--- config.mk ---
export PLATFORM = sky130hd
export DESIGN_NAME = eacu_queue
export DESIGN_NICKNAME = d
export VERILOG_FILES = /design/src/rtl/eacu_pkg.sv /design/src/rtl/eacu_queue.sv
export SDC_FILE = /design/constraint.sdc
export NUM_CORES = 1
export LEC_CHECK = 0
export ABC_CLOCK_PERIOD_IN_PS = 2850
export BUFFER_PORTS_ARGS = -buffer_cell sky130_fd_sc_hd__clkbuf_2
export CORE_ASPECT_RATIO = 0.5
export CORE_UTILIZATION = 25
export DETAILED_ROUTE_END_ITERATION = 10
export SETUP_SLACK_MARGIN = 0.1
export SYNTH_ARGS = -nofsm -noshare
export SYNTH_HDL_FRONTEND = slang
export SYNTH_SLANG_ARGS = --single-unit
--- constraint.sdc ---
create_clock -name i_clk -period 2.85 [get_ports i_clk]
set_clock_uncertainty 0.05 [all_clocks]
set_input_delay 0.285 -clock i_clk [delete_from_list [all_inputs] [get_ports i_clk]]
set_output_delay 0.285 -clock i_clk [all_outputs]
set_load 0.05 [all_outputs]
--- src/rtl/eacu_pkg.sv ---
`default_nettype none

package eacu_pkg;

    localparam int CLIENT_W   = 5;
    localparam int INDEX_W    = 10;
    localparam int DATA_W     = 32;
    localparam int GAIN_W     = 25;
    localparam int COUNT_W    = 5;
    localparam int GAIN_N_W   = GAIN_W + COUNT_W;
    localparam int FRAC_W     = 24;
    localparam int ACC_W      = 64;

    // Fixed field widths wide enough for the largest vector length and client count
    localparam int VIDX_W     = 16;
    localparam int SLOT_W     = 24;

    localparam int Q_DEPTH    = 4;
    localparam int Q_PTR_W    = $clog2(Q_DEPTH);

    localparam int CFG_ADDR_W = 4;
    localparam int CFG_DATA_W = 32;

    localparam logic [1:0] REG_UPDATE_MODE    = 2'd0;
    localparam logic [1:0] REG_STEP_GAIN      = 2'd1;
    localparam logic [1:0] REG_ACTIVE_CLIENTS = 2'd2;

    typedef enum logic {
        MODE_VAR_REDUCED = 1'b0,
        MODE_PLAIN       = 1'b1
    } t_mode;

    typedef struct packed {
        logic [CLIENT_W-1:0] client;
        logic [INDEX_W-1:0]  index;
        logic [DATA_W-1:0]   weight;
        logic                last;
        logic [VIDX_W-1:0]   vidx;
        logic [SLOT_W-1:0]   slot;
        logic                in_range;
        logic                writer;
    } t_item;

    typedef struct packed {
        t_mode                mode;
        logic [GAIN_W-1:0]    gain;
        logic [GAIN_N_W-1:0]  gain_n;
    } t_cfg;

    typedef struct packed {
        logic full;
        logic empty;
    } t_queue_status;

endpackage

`default_nettype wire

--- src/rtl/eacu_queue.sv ---
`default_nettype none

module eacu_queue
    import eacu_pkg::*;
(
    input  wire logic  i_clk,
    input  wire logic  i_rst_n,
    input  wire logic  i_push,
    input  wire t_item i_item,
    input  wire logic  i_pop,
    output t_item      o_head,
    output t_queue_status o_status
);

    t_item              r_mem [Q_DEPTH];
    logic [Q_PTR_W-1:0] r_wr_ptr;
    logic [Q_PTR_W-1:0] r_rd_ptr;
    logic [Q_PTR_W:0]   r_count;
    logic [Q_PTR_W:0]   n_count;

    always_comb begin
        n_count = r_count;
        if (i_push && !i_pop) begin
            n_count = r_count + (Q_PTR_W+1)'(1);
        end else if (i_pop && !i_push) begin
            n_count = r_count - (Q_PTR_W+1)'(1);
        end
    end

    always_ff @(posedge i_clk) begin
        if (!i_rst_n) begin
            r_wr_ptr <= '0;
            r_rd_ptr <= '0;
            r_count  <= '0;
        end else begin
            if (i_push) begin
                r_wr_ptr <= r_wr_ptr + Q_PTR_W'(1);
            end
            if (i_pop) begin
                r_rd_ptr <= r_rd_ptr + Q_PTR_W'(1);
            end
            r_count <= n_count;
        end
    end

    always_ff @(posedge i_clk) begin
        if (i_push) begin
            r_mem[r_wr_ptr] <= i_item;
        end
    end

    assign o_head         = r_mem[r_rd_ptr];
    assign o_status.full  = r_count == (Q_PTR_W+1)'(Q_DEPTH);
    assign o_status.empty = r_count == '0;

endmodule

`default_nettype wire

# Word-level counts from Yosys, hierarchy flattened
# Memory sizes are Yosys's and may differ from the RTL's. A register that Yosys moved wholly into a read port is not among the register bits.
# Cells that the tools add are included.
# Widths: inputs -> output; s select.
[word_totals] register_bits=7 mem_bits_rw=360 in_bits=94 mem_count=1
[memory_table] name="r_mem" depth=4 word_bits=90 read_ports=1 rd_clocked_by_memory_dff=1 wr=1 line_no="eacu_queue.sv:15" rtl="t_item r_mem [Q_DEPTH];"
[classes] add_sub_neg=4 eq_ne=1 n_mux=6 n_reduce_logical=6
[op_table] cell="$mux 3" count=2
[op_table] cell="$add 2x1->2 const B" count=2
[op_table] cell="$mux 2" count=2
[op_table] cell="$add 3x1->3 const B" count=1
[op_table] cell="$eq 3x3->1 const B" count=1
[op_table] cell="$logic_not 3->1" count=1
[op_table] cell="$sub 3x1->3 const B" count=1
[op_table] cell="$logic_and 1x1->1" count=2
[op_table] cell="$logic_not 1->1" count=2
[op_table] cell="$mux 1" count=2
[op_table] cell="$reduce_bool 2->1" count=1

# Longest topological paths before layout
[depth] depth_word=4 depth_mapped=7

# Worst setup path after synthesis
# OpenSTA, ideal clock, no wires.
[synth_path] kind="register to register" from="reg r_wr_ptr[0]" to="mem r_mem[0][0] in the netlist's numbering, enable pin" setup_ns=0.458 arrival_time_ns=2.628 slack_ns=-0.286 path_stages_with_launch=4 n_path_buf=0 period_less_slack_ns=3.136 path_cell_list="dfxtp_1 > inv_1 > ha_1 > and2_1"
[synth_rtl] element="start: declaration" line_no="eacu_queue.sv:16" rtl="logic [Q_PTR_W-1:0] r_wr_ptr;"
[synth_rtl] element="start signal: assignment" line_no="eacu_queue.sv:37" rtl="r_wr_ptr <= r_wr_ptr + Q_PTR_W'(1);"
[synth_rtl] element="end: declaration" line_no="eacu_queue.sv:15"
# No word-level cell before the write port.

==> implementation parameters <==
Parameter                              Value

Status
  Outcome    finished clean

Drt
  Final wirelength    26.6 mm
  Antenna-violating nets left    0
  Iteration-0 DRC Markers    434
  Via-per-instance ratio    between 4 and 5
  Pre-antenna DRT Iters    4
  Post-DR wirelength/cell    about 17 um
  Post-route DRC violation count    0
  Routed via count    between 6000 and 7000

Min path
  Worst hold-check path type    in -> reg
  Startpoint of the tightest hold check path    i_rst_n

Placement
  Pre-CTS WS    a little over 0.8 ns
  Post-DP Area    0.0153 mm2
  GPL Wtd Cong    0.725
  Cell count after placement    about 1400
  Placed wire-length estimate after detailed placement    around 17 mm
  Number of I/O port buffers    185

Synthesis
  Net count after synthesis    between 600 and 700
  EDFF count, synth    360
  Post-Synthesis Cells    513
  Area share of the largest cell type after synthesis    0.799
  Ys flop type    edfxtp_1
  Top post-synthesis cells by area    edfxtp_1, mux4_2, buf_12, dfxtp_1, ha_1
  Library cell with the largest summed area after synthesis    edfxtp_1
  Mean Syn Cell Area    26.4 um2
  Yosys warning count    0
  Fraction of registers with async set or reset after synthesis    0
  Flip-flop and latch count after synthesis    around 370
  Synth cell types    21
  Sequential fraction of the synthesis area    0.813
  Post-synth design cell area    about 0.014 mm2

Floorplan
  Standard-cell rows    between 50 and 60
  Die outline width    about 330 um
  Total die area    approximately 0.055 mm2
  Initial standard-cell utilization of the core    0.257
  Die height    166 um
  I/O pin total    between 150 and 200
  Placeable core region    around 0.053 mm2

Global route
  Number of global-route vias before repair    roughly 6900
  Antenna violations before repair    0
  Leftover overflow at the end of global routing    0
  Overall track demand over capacity in global routing    0.0966
  Largest net degree at the start of global routing    50
  First-pass GRT wire length    between 40 and 50 mm

Critical path
  Kind of capture point of the worst setup path    primary output
  Data required time at the worst endpoint    2.52 ns
  R2R setup slack    1.04 ns
  Critical Path AT    between 2 and 2.5 ns
  Combined buffer and inverter count along the critical path    2
  Worst path max stage delay    between 0.5 and 0.6 ns
  Startpoint of the most critical register-to-register path    r_wr_ptr[0]$_SDFFE_PN0P_
  Critical path peak fanout    23
  CP startpoint kind    flip-flop
  Cells along the critical path    buf_4 -> mux4_2 -> clkbuf_2
  Type of the worst setup path    reg -> out
  Worst path slowest cell    mux4_2
  Crit path max-delay family    buffers and inverters

Clock tree
  Buffers inserted by post-CTS timing repair    0
  Clock slew seen by the registers of the worst setup and hold paths    around 0.060 ns
  Cts-stage hold buffer count    90
  TritonCTS clock tree    built
  TritonCTS Buffers    38
  Root buffer cell    clkbuf_16
  Post-CTS sizing    0
  Worst-Skew Late Latency    0.51 ns
  H-tree depth    2
  Number of sinks driven by the clock tree    369
  Number of buffers on the longest clock path    3

STA
  Min setup slack post-route    0.328 ns
  Fmax    between 0.3 and 0.4 GHz
  Minimum clock period after layout    approximately 2.5 ns
  Total of endpoints with negative setup slack in the final report    0
  Actual transition at the worst max-transition pin    about 0.52 ns
  Setup TNS    0 ns
  Unrepaired setup endpoints after global routing    false
  Worst-case hold slack    approximately 0.054 ns
  Count of pins over their slew limit    0
  Max-slew headroom at the worst pin    0.654
  Fin crit share    0.885
  Final hold violation count    0

Layout
  Utilization after layout    0.330
  Post-Layout Cell Count    approximately 1600
  Synthesis-to-layout area growth    28.5%
  Fin nets    about 930
  Fraction of final layout cells with drive strength greater than 1    0.410
  Finished Cell Area    0.0174 mm2
  Final antenna diode count    0

Power
  Static Leakage    a little under 6 nW
  Maximum VDD drop    roughly 0.38 mV
  Post-route total power    12.8 mW
  Pwr dens    between 700 and 800 mW/mm2

Run
  Reported max-cap violation count    0
## where the power goes
group | switching [mW] | internal (mW) | total [mW]
Clock | 1.87 | 2.69 | 4.56
Combinational | 1.28 | 0.607 | 1.89
Sequential | 0.0779 | 6.23 | 6.31
## cell families after synthesis
logic type | count (synthesis) | synth area share
AO/OA/AOI/OAI | 2 | 0.000925
buffers and inverters | 24 | 0.0189
flip-flops | 369 | 0.813
XOR/XNOR | 5 | 0.00324
AND/OR/NAND/NOR | 15 | 0.00675
multiplexers | 92 | 0.151
adder cells (fa/ha/maj) | 6 | 0.00611
## registers in the layout, indices dropped and copies added (netlist names), named ones only
| signal | flops |
|---|---|
| r_wr_ptr | 2 |
| r_mem | 360 |
| r_rd_ptr | 2 |
| r_count | 3 |
## metal layers
layer | part of all wire | up-vias | track usage | wire (um)
li1 | - | 2839 | - | -
met1 | 0.36 | 3333 | 0.104 | 9590
met2 | 0.59 | 94 | 0.191 | 15600
met3 | 0.026 | 47 | 0.0137 | 700
met4 | 0.026 | 0 | 0.0321 | 692
met5 | 0 | - | 0 | 0
## cells in the mapped netlist (all sizes together) (2+ instances only)
cell type,count
mux2i,2
xnor2,2
dfxtp,9
and2,9
inv,4
mux4,90
buf,20
edfxtp,360
nor2b,2
xor2,3
ha,5
## worst paths after layout
| path | to | depth (start not counted) |
|---|---|---|
| worst max-delay path | o_head[37] | 3 |
| worst min-delay path | r_count[0]$_SDFFE_PN0P_ | 2 |
| worst max register to register | r_mem[2][23]$_DFFE_PP_ | 4 |
| worst min register to register | r_count[2]$_SDFFE_PN0P_ | 2 |
## cell usage in the layout, fill, tap and decap left out, types with 7 or more instances in the layout
| cell type | netlist | layout |
|---|---|---|
| buf_4 | 0 | 12 |
| clkbuf_1 | 0 | 8 |
| clkbuf_16 | 0 | 41 |
| clkbuf_2 | 0 | 185 |
| clkinv_1 | 0 | 8 |
| clkinv_2 | 0 | 8 |
| dfxtp_1 | 9 | 7 |
| dlygate4sd3_1 | 0 | 90 |
| edfxtp_1 | 360 | 360 |
| mux4_2 | 90 | 90 |
## area by class of cell
class                      count  area (um2)
fill                        5000       35300
sequential                   369       11000
multi-input combinational    120        2290
timing repair buffer         293        2040
clock buffer                  49        1060
tap                          701         877
clock inverter                17         100
inverter                       4        15.0
## worst register-to-register path, cell delays in order (launching register included)
cell and delay (ns):
dfxtp_1 0.34, inv_1 0.09, ha_1 0.14, and2_4 0.47
buf_4 0.39
(Power assumes the default switching activity.)
