===== config.mk =====
export PLATFORM = sky130hd
export DESIGN_NAME = eacu_front
export DESIGN_NICKNAME = d
export VERILOG_FILES = /design/src/rtl/eacu_pkg.sv /design/src/rtl/eacu_front.sv
export SDC_FILE = /design/constraint.sdc
export NUM_CORES = 1
export LEC_CHECK = 0
export BUFFER_PORTS_ARGS = -buffer_cell sky130_fd_sc_hd__buf_2
export CORE_AREA = 2 2 57 59
export DETAILED_ROUTE_END_ITERATION = 7
export DIE_AREA = 0 0 59 61
export GPL_TIMING_DRIVEN = 0
export PLACE_DENSITY_LB_ADDON = 0.2
export RECOVER_POWER = 50
export SKIP_LAST_GASP = 1
export SLEW_MARGIN = 40
export SYNTH_ARGS = -nofsm -noshare
export SYNTH_HDL_FRONTEND = slang
export SYNTH_SLANG_ARGS = --single-unit

===== constraint.sdc =====
create_clock -name vclk -period 1.55
set_clock_uncertainty 0.2 [all_clocks]
set_input_delay 0.31 -clock vclk [all_inputs]
set_output_delay 0.31 -clock vclk [all_outputs]
set_load 0.01 [all_outputs]

===== src/rtl/eacu_pkg.sv =====
`default_nettype none

package eacu_pkg;

    localparam int CLIENT_W   = 5;
    localparam int INDEX_W    = 10;
    localparam int DATA_W     = 32;
    localparam int GAIN_W     = 25;
    localparam int COUNT_W    = 5;
    localparam int GAIN_N_W   = GAIN_W + COUNT_W;
    localparam int FRAC_W     = 24;
    localparam int ACC_W      = 64;

    // Fixed field widths wide enough for the largest vector length and client count
    localparam int VIDX_W     = 16;
    localparam int SLOT_W     = 24;

    localparam int Q_DEPTH    = 4;
    localparam int Q_PTR_W    = $clog2(Q_DEPTH);

    localparam int CFG_ADDR_W = 4;
    localparam int CFG_DATA_W = 32;

    localparam logic [1:0] REG_UPDATE_MODE    = 2'd0;
    localparam logic [1:0] REG_STEP_GAIN      = 2'd1;
    localparam logic [1:0] REG_ACTIVE_CLIENTS = 2'd2;

    typedef enum logic {
        MODE_VAR_REDUCED = 1'b0,
        MODE_PLAIN       = 1'b1
    } t_mode;

    typedef struct packed {
        logic [CLIENT_W-1:0] client;
        logic [INDEX_W-1:0]  index;
        logic [DATA_W-1:0]   weight;
        logic                last;
        logic [VIDX_W-1:0]   vidx;
        logic [SLOT_W-1:0]   slot;
        logic                in_range;
        logic                writer;
    } t_item;

    typedef struct packed {
        t_mode                mode;
        logic [GAIN_W-1:0]    gain;
        logic [GAIN_N_W-1:0]  gain_n;
    } t_cfg;

    typedef struct packed {
        logic full;
        logic empty;
    } t_queue_status;

endpackage

`default_nettype wire


===== src/rtl/eacu_front.sv =====
`default_nettype none

module eacu_front
    import eacu_pkg::*;
#(
    parameter int VECTOR_LENGTH = 1024,
    parameter int MAX_CLIENTS   = 16
) (
    input  wire logic                start,
    input  wire logic [CLIENT_W-1:0] i_client_id,
    input  wire logic [INDEX_W-1:0]  i_element_index,
    input  wire logic [DATA_W-1:0]   i_weight_value,
    input  wire logic                i_vector_end,
    input  wire t_queue_status       i_q_status,
    input  wire logic                i_clearing,
    output logic                     o_busy,
    output logic                     o_push,
    output t_item                    o_item
);

    logic                in_range;
    logic                client_ok;
    logic [CLIENT_W-1:0] client_m1;

    assign in_range  = 32'(i_element_index) < 32'(VECTOR_LENGTH);
    assign client_ok = (i_client_id != '0) && (32'(i_client_id) <= 32'(MAX_CLIENTS));
    assign client_m1 = i_client_id - CLIENT_W'(1);

    assign o_busy = i_clearing || i_q_status.full;
    assign o_push = start && !o_busy;

    always_comb begin
        o_item.client   = i_client_id;
        o_item.index    = i_element_index;
        o_item.weight   = i_weight_value;
        o_item.last     = i_vector_end;
        o_item.vidx     = VIDX_W'(i_element_index);
        // flat slot of this client's buffered element
        o_item.slot     = SLOT_W'(32'(client_m1) * 32'(VECTOR_LENGTH)
                                  + 32'(i_element_index));
        o_item.in_range = in_range;
        o_item.writer   = in_range && client_ok;
    end

endmodule

`default_nettype wire


# == Word-level counts from Yosys, hierarchy flattened ==
# Index checks and enable logic that the tools add are counted.
# word_totals
out_inout_bits,92
input_bits,52
word_cells,8
register_bits,0
# op_classes
add_sub_neg,2
n_lt_le_gt_ge,1
n_reduce_logical,5
# ops
op,n
adder 15 x 10 -> 16 bit,1
"less-or-equal comparator 5 bit, second input constant",1
nonzero test 5 bit,1
"subtractor 5 x 1 -> 5 bit, second input constant",1
logical AND 1 bit,2
logical NOT 1 bit,1
logical OR 1 bit,1

# == Depth between registers and ports, before layout ==
# Gate-level depths: netlist (run 1).
# logic_depth
ltp_word,3
mapped_depth,5

# == Least setup slack after synthesis (run 1) ==
# OpenSTA, ideal clock, no wires.
# synth_timing
path_kind,input to output
from,in i_client_id[0]
to,out o_item[16] (netlist bit)
stages,4
t_arrival_ns,1.023
slack_ns,0.017
path_cell_list,inv_1 -> ha_1 -> nor3b_2 -> xor2_1
# synth_rtl
item,line,rtl
start: declaration,eacu_front.sv:10,"input wire logic [CLIENT_W-1:0] i_client_id,"
end: declaration,eacu_front.sv:18,output t_item o_item

==> results of run 1 <==
cells by family after synthesis:
logic type / count (synthesis) / share of synthesized area [%]
buf+inv: 89 / 85.3
simple gates: 5 / 5.88
xor+xnor: 4 / 4.58
fa+ha+maj: 2 / 3.27
other cells: 2 / 0.981
area by class of cell:
type | instances | area, sq um | share of cell area [%]
buffer | 84 | 631 | 47.7
timing repair buffer | 86 | 417 | 31.5
multi-input combinational | 27 | 203 | 15.3
tap | 33 | 41.3 | 3.12
inverter | 4 | 30.0 | 2.27
per-stage QoR:
step,util (%),cells,setup TNS [ns],hold WS (ns)
finish,44.7,234,-0.0322,0.603
global route,44.7,234,-0.173,0.617
CTS,46.0,234,-0.0211,0.604
detailed placement,43.3,233,-0.304,0.604
global placement,43.3,233,-0.287,0.604
floorplan,-,116,0,0.483
what timing repair did:
| action | in CTS | in global routing |
|---|---|---|
| resized for setup | 19 | 2 |
| hold buffers | 0 | 0 |
| buffers inserted | 2 | 0 |
| pin swaps | 3 | 2 |
| endpoints found under the setup margin | 2 | 3 |
layer usage:
| metal | up-vias | share of wire [%] | wire, um |
|---|---|---|---|
| met1 | 291 | 30 | 579 |
| met4 | 0 | 0 | 0 |
| met3 | 0 | 14 | 263 |
| met5 | - | 0 | 0 |
| met2 | 73 | 56 | 1060 |
| li1 | 402 | - | - |
power by group:
group	internal (mW)	switching, mW
Clock	0	0
Sequential	0	0
Combinational	0.223	0.161
Total	0.223	0.161
layout by cell type, fill, tap and decap left out:
cell type   n
buf_2      45
or2_2       1
ha_4        2
nor3_2      1
inv_8       2
nor3b_4     2
buf_6       1
xor2_1      3
buf_4      86
nor2_1      1
xnor2_1     1
clkbuf_1   36
buf_8       2
inv_1       2
conb_1     16
worst min-delay path by stage:
stage | startpoint | endpoint | slack [ns] | cells after the start
final | i_weight_value[29] | o_item[72] | 0.60 | 2
after global routing | i_element_index[3] | o_item[29] | 0.62 | 2
after CTS | i_weight_value[23] | o_item[66] | 0.60 | 2
after detailed placement | i_weight_value[23] | o_item[66] | 0.60 | 2
after global placement | i_element_index[8] | o_item[10] | 0.60 | 2
after floorplan | i_client_id[0] | o_item[12] | 0.48 | 1
==> impl_metrics.json, run 1 <==
{
  "cp_top_family": "buffers and inverters",
  "p_total_uw": 384,
  "status": "complete, but fails checks",
  "fmax_mhz": 632,
  "route.vias.total": 766,
  "grtUsageMet3_pct": 1.07,
  "path_max_fanout": 2,
  "grt_overflow": 0,
  "grt_pass1_wl_um": 2380,
  "post-dp-hpwl_um": 1750,
  "nets": 257,
  "core_area_sq_mm": 0.00295,
  "die_h_um": 61,
  "setup.worst_path.class": "in2out",
  "path_depth": 6,
  "grt-busiest-layer": "met2",
  "syn-cell-area_sq_um": 766,
  "hold_viol": 0,
  "die_area_sq_mm": 0.00360,
  "cpPeakStageDelay_ns": 0.18,
  "min_period_ns": 1.58,
  "io-pin-count": 144,
  "grt_max_degree": 6,
  "final-setup-viol-count": 1,
  "critPathLaunch": "i_client_id[1]",
  "violations": "setup timing",
  "crit_chain": "buf_8, inv_8, ha_4, nor3b_4, xor2_1, buf_2",
  "cp.required_ns": 1.04,
  "synth_most_common_cell": "buf_4",
  "finalCritPeriodShare_pct": 102,
  "drv_cap": 0,
  "drv_slew": 0,
  "syn_avg_cell_area_sq_um": 7.51,
  "arrival_ns": 1.07,
  "gp_congestion": 0.645,
  "netlist_instances": 102,
  "port_buffers": 84,
  "synth.top_cells.by_count": "buf_4 (85), inv_1 (4), xor2_1 (3)",
  "dpl_cell_area_sq_mm": 0.00128,
  "vias_per_cell": 3.27,
  "max-vdd-ir-drop_mv": 0.115,
  "seq_cells": 0,
  "worst-path-buf-inv": 3,
  "yosysUniqueCellTypes": 10,
  "fin_area_sq_mm": 0.00132,
  "antenna_cells": 0,
  "rows": 20,
  "die_x_um": 59,
  "start_kind": "input pin",
  "crit_end": "o_item[16]",
  "ant_nets": 0,
  "finalWirelength_um": 1900,
  "final_layout_size_suffix_gt1_share_pct": 70.6,
  "grt_setup_unrepaired": "yes",
  "ff_latch_area_sq_um": 0,
  "hold_class": "in2out",
  "use_met1_pct": 9.61,
  "antenna_found_initial": 0,
  "power.leakage_nw": 0.791,
  "power_density_mw_per_mm2": 291,
  "yosysWarnings": 0,
  "setup_slack_ns": -0.0322,
  "start_util_pct": 25.9,
  "grt_pass1_vias": 581,
  "nClkBuffers": 0,
  "drc_errors": 0,
  "syn2layout_area_growth_pct": 72.5,
  "ys_seq_area_share_pct": 0,
  "fillers": 327,
  "drt_iter0_markers": 3,
  "grt_use_met2_pct": 16.2,
  "yosys-top-cells-area": "buf_4 (83%), xor2_1 (3.4%), ha_1 (3.3%), nor3b_2 (3.3%), inv_1 (2.0%)",
  "worst_path_max_delay_cell": "nor3b_4",
  "dr.pass1.iters": 2,
  "cp-end-kind": "output port",
  "synth_top_cell_area_share_pct": 83.3,
  "grtUsageTotal_pct": 8.07,
  "wire_per_inst_um": 8.12,
  "pre_cts_slack_ns": -0.154,
  "yosysTopAreaCell": "buf_4"
}
Power figures use the tool's default switching activity.
==> run 2, diff against run 1 <==
Settings changed: PLACE_DENSITY set to 0.81, PLACE_DENSITY_LB_ADDON 0.2 to unset.
==> impl_metrics.json, run 2 (synthesis results as in run 1) <==
{
  "io-pin-count": 144,
  "grt_pass1_wl_um": 2320,
  "grt_setup_unrepaired": "yes",
  "grtUsageTotal_pct": 7.94,
  "cpPeakStageDelay_ns": 0.18,
  "setup_slack_ns": -0.0123,
  "port_buffers": 84,
  "seq_cells": 0,
  "drc_errors": 0,
  "post-dp-hpwl_um": 1790,
  "grt_overflow": 0,
  "hold_viol": 0,
  "cp_top_family": "buffers and inverters",
  "antenna_cells": 0,
  "nets": 258,
  "finalWirelength_um": 1990,
  "holdBufCountCts": 0,
  "ff_latch_area_sq_um": 0,
  "fin_util_pct": 44.8,
  "power.leakage_nw": 0.793,
  "worst-path-buf-inv": 3,
  "finalCritPeriodShare_pct": 101,
  "mostFrequentLayoutCell": "buf_4",
  "final-setup-viol-count": 2,
  "cp.required_ns": 1.04,
  "violations": "setup timing",
  "hold_ws_ns": 0.604,
  "cp-end-kind": "output port",
  "most-common-layout-cells": "buf_4 (87), buf_2 (46), clkbuf_1 (36), conb_1 (16), xor2_1 (3)",
  "arrival_ns": 1.05,
  "status": "complete, but fails checks",
  "start_kind": "input pin",
  "antenna_found_initial": 0,
  "path_max_fanout": 3,
  "drv_cap": 0,
  "rows": 20,
  "multi_input_area_sq_um": 203,
  "fillers": 313,
  "die_x_um": 59,
  "start_util_pct": 25.9,
  "final_layout_size_suffix_gt1_share_pct": 70.8,
  "worst_path_max_delay_cell": "nor3b_4",
  "core_area_sq_mm": 0.00295,
  "crit_chain": "buf_8, inv_8, ha_4, nor3b_4, xor2_1, buf_2",
  "nClkBuffers": 0,
  "die_h_um": 61,
  "gp_congestion": 0.796,
  "placed_cells": 233,
  "final_cells": 235,
  "dr.pass1.iters": 4,
  "drt_iter0_markers": 12,
  "min_period_ns": 1.56,
  "vias_per_cell": 3.50,
  "drv_slew": 0,
  "grt_max_degree": 6,
  "die_area_sq_mm": 0.00360,
  "setup.worst_path.class": "in2out",
  "grt_pass1_vias": 564,
  "syn2layout_area_growth_pct": 72.7,
  "ant_nets": 0,
  "wire_per_inst_um": 8.48,
  "p_total_uw": 387,
  "hold_class": "in2out",
  "power_density_mw_per_mm2": 293,
  "fmax_mhz": 640,
  "route.vias.total": 822,
  "max-vdd-ir-drop_mv": 0.133
}
[run 2: changes by cell type in the layout (fill, tap and decap cells not counted)]
| cell | before | now |
|---|---|---|
| buf_2 | 45 | 46 |
| buf_4 | 86 | 87 |
| buf_6 | 1 | 0 |
[run 2: area by class of cell]
| cell class | count | area share (%) |
|---|---|---|
| Buffer | 84 | 47.7 |
| Inverter | 4 | 2.27 |
| Timing Repair Buffer | 87 | 31.6 |
| Multi-Input combinational cell | 27 | 15.3 |
| Tap cell | 33 | 3.12 |
[run 2: path summary, 6_finish.rpt]
| kind | from | to | slack [ns] | cells after the start |
|---|---|---|---|---|
| setup / recovery | i_client_id[0] | o_item[16] | -0.01 | 6 |
| hold / removal | i_weight_value[10] | o_item[53] | 0.60 | 2 |
[run 2: power by group]
part / switching (mW) / leakage (nW) / internal, mW
Clock: 0 / 0 / 0
Sequential: 0 / 0 / 0
Combinational: 0.163 / 0.793 / 0.223
[run 2: what timing repair did]
action / CTS / global route
setup endpoints to repair: 2 / 3
gates resized for setup: 15 / 5
pin swaps: 3 / 1
setup buffers: 3 / 0
[run 2: through the flow]
| stage | area [sq um] | TNS, ns | setup slack, ns |
|---|---|---|---|
| 2_1_floorplan | 818 | 0 | 0.0167 |
| 3_3_place_gp | 1280 | -0.311 | -0.159 |
| 3_5_place_dp | 1280 | -0.341 | -0.177 |
| 4_1_cts | 1340 | -0.0160 | -0.00973 |
| 5_1_grt | 1320 | -0.149 | -0.0683 |
| 6_report | 1320 | -0.0219 | -0.0123 |
[run 2: metal layers]
metal	GRT usage [%]	vias up	routed length, um
li1	-	405	-
met1	6.83	336	516
met2	19.2	81	1180
met3	1.07	0	291
met4	0	0	0
met5	0	-	0
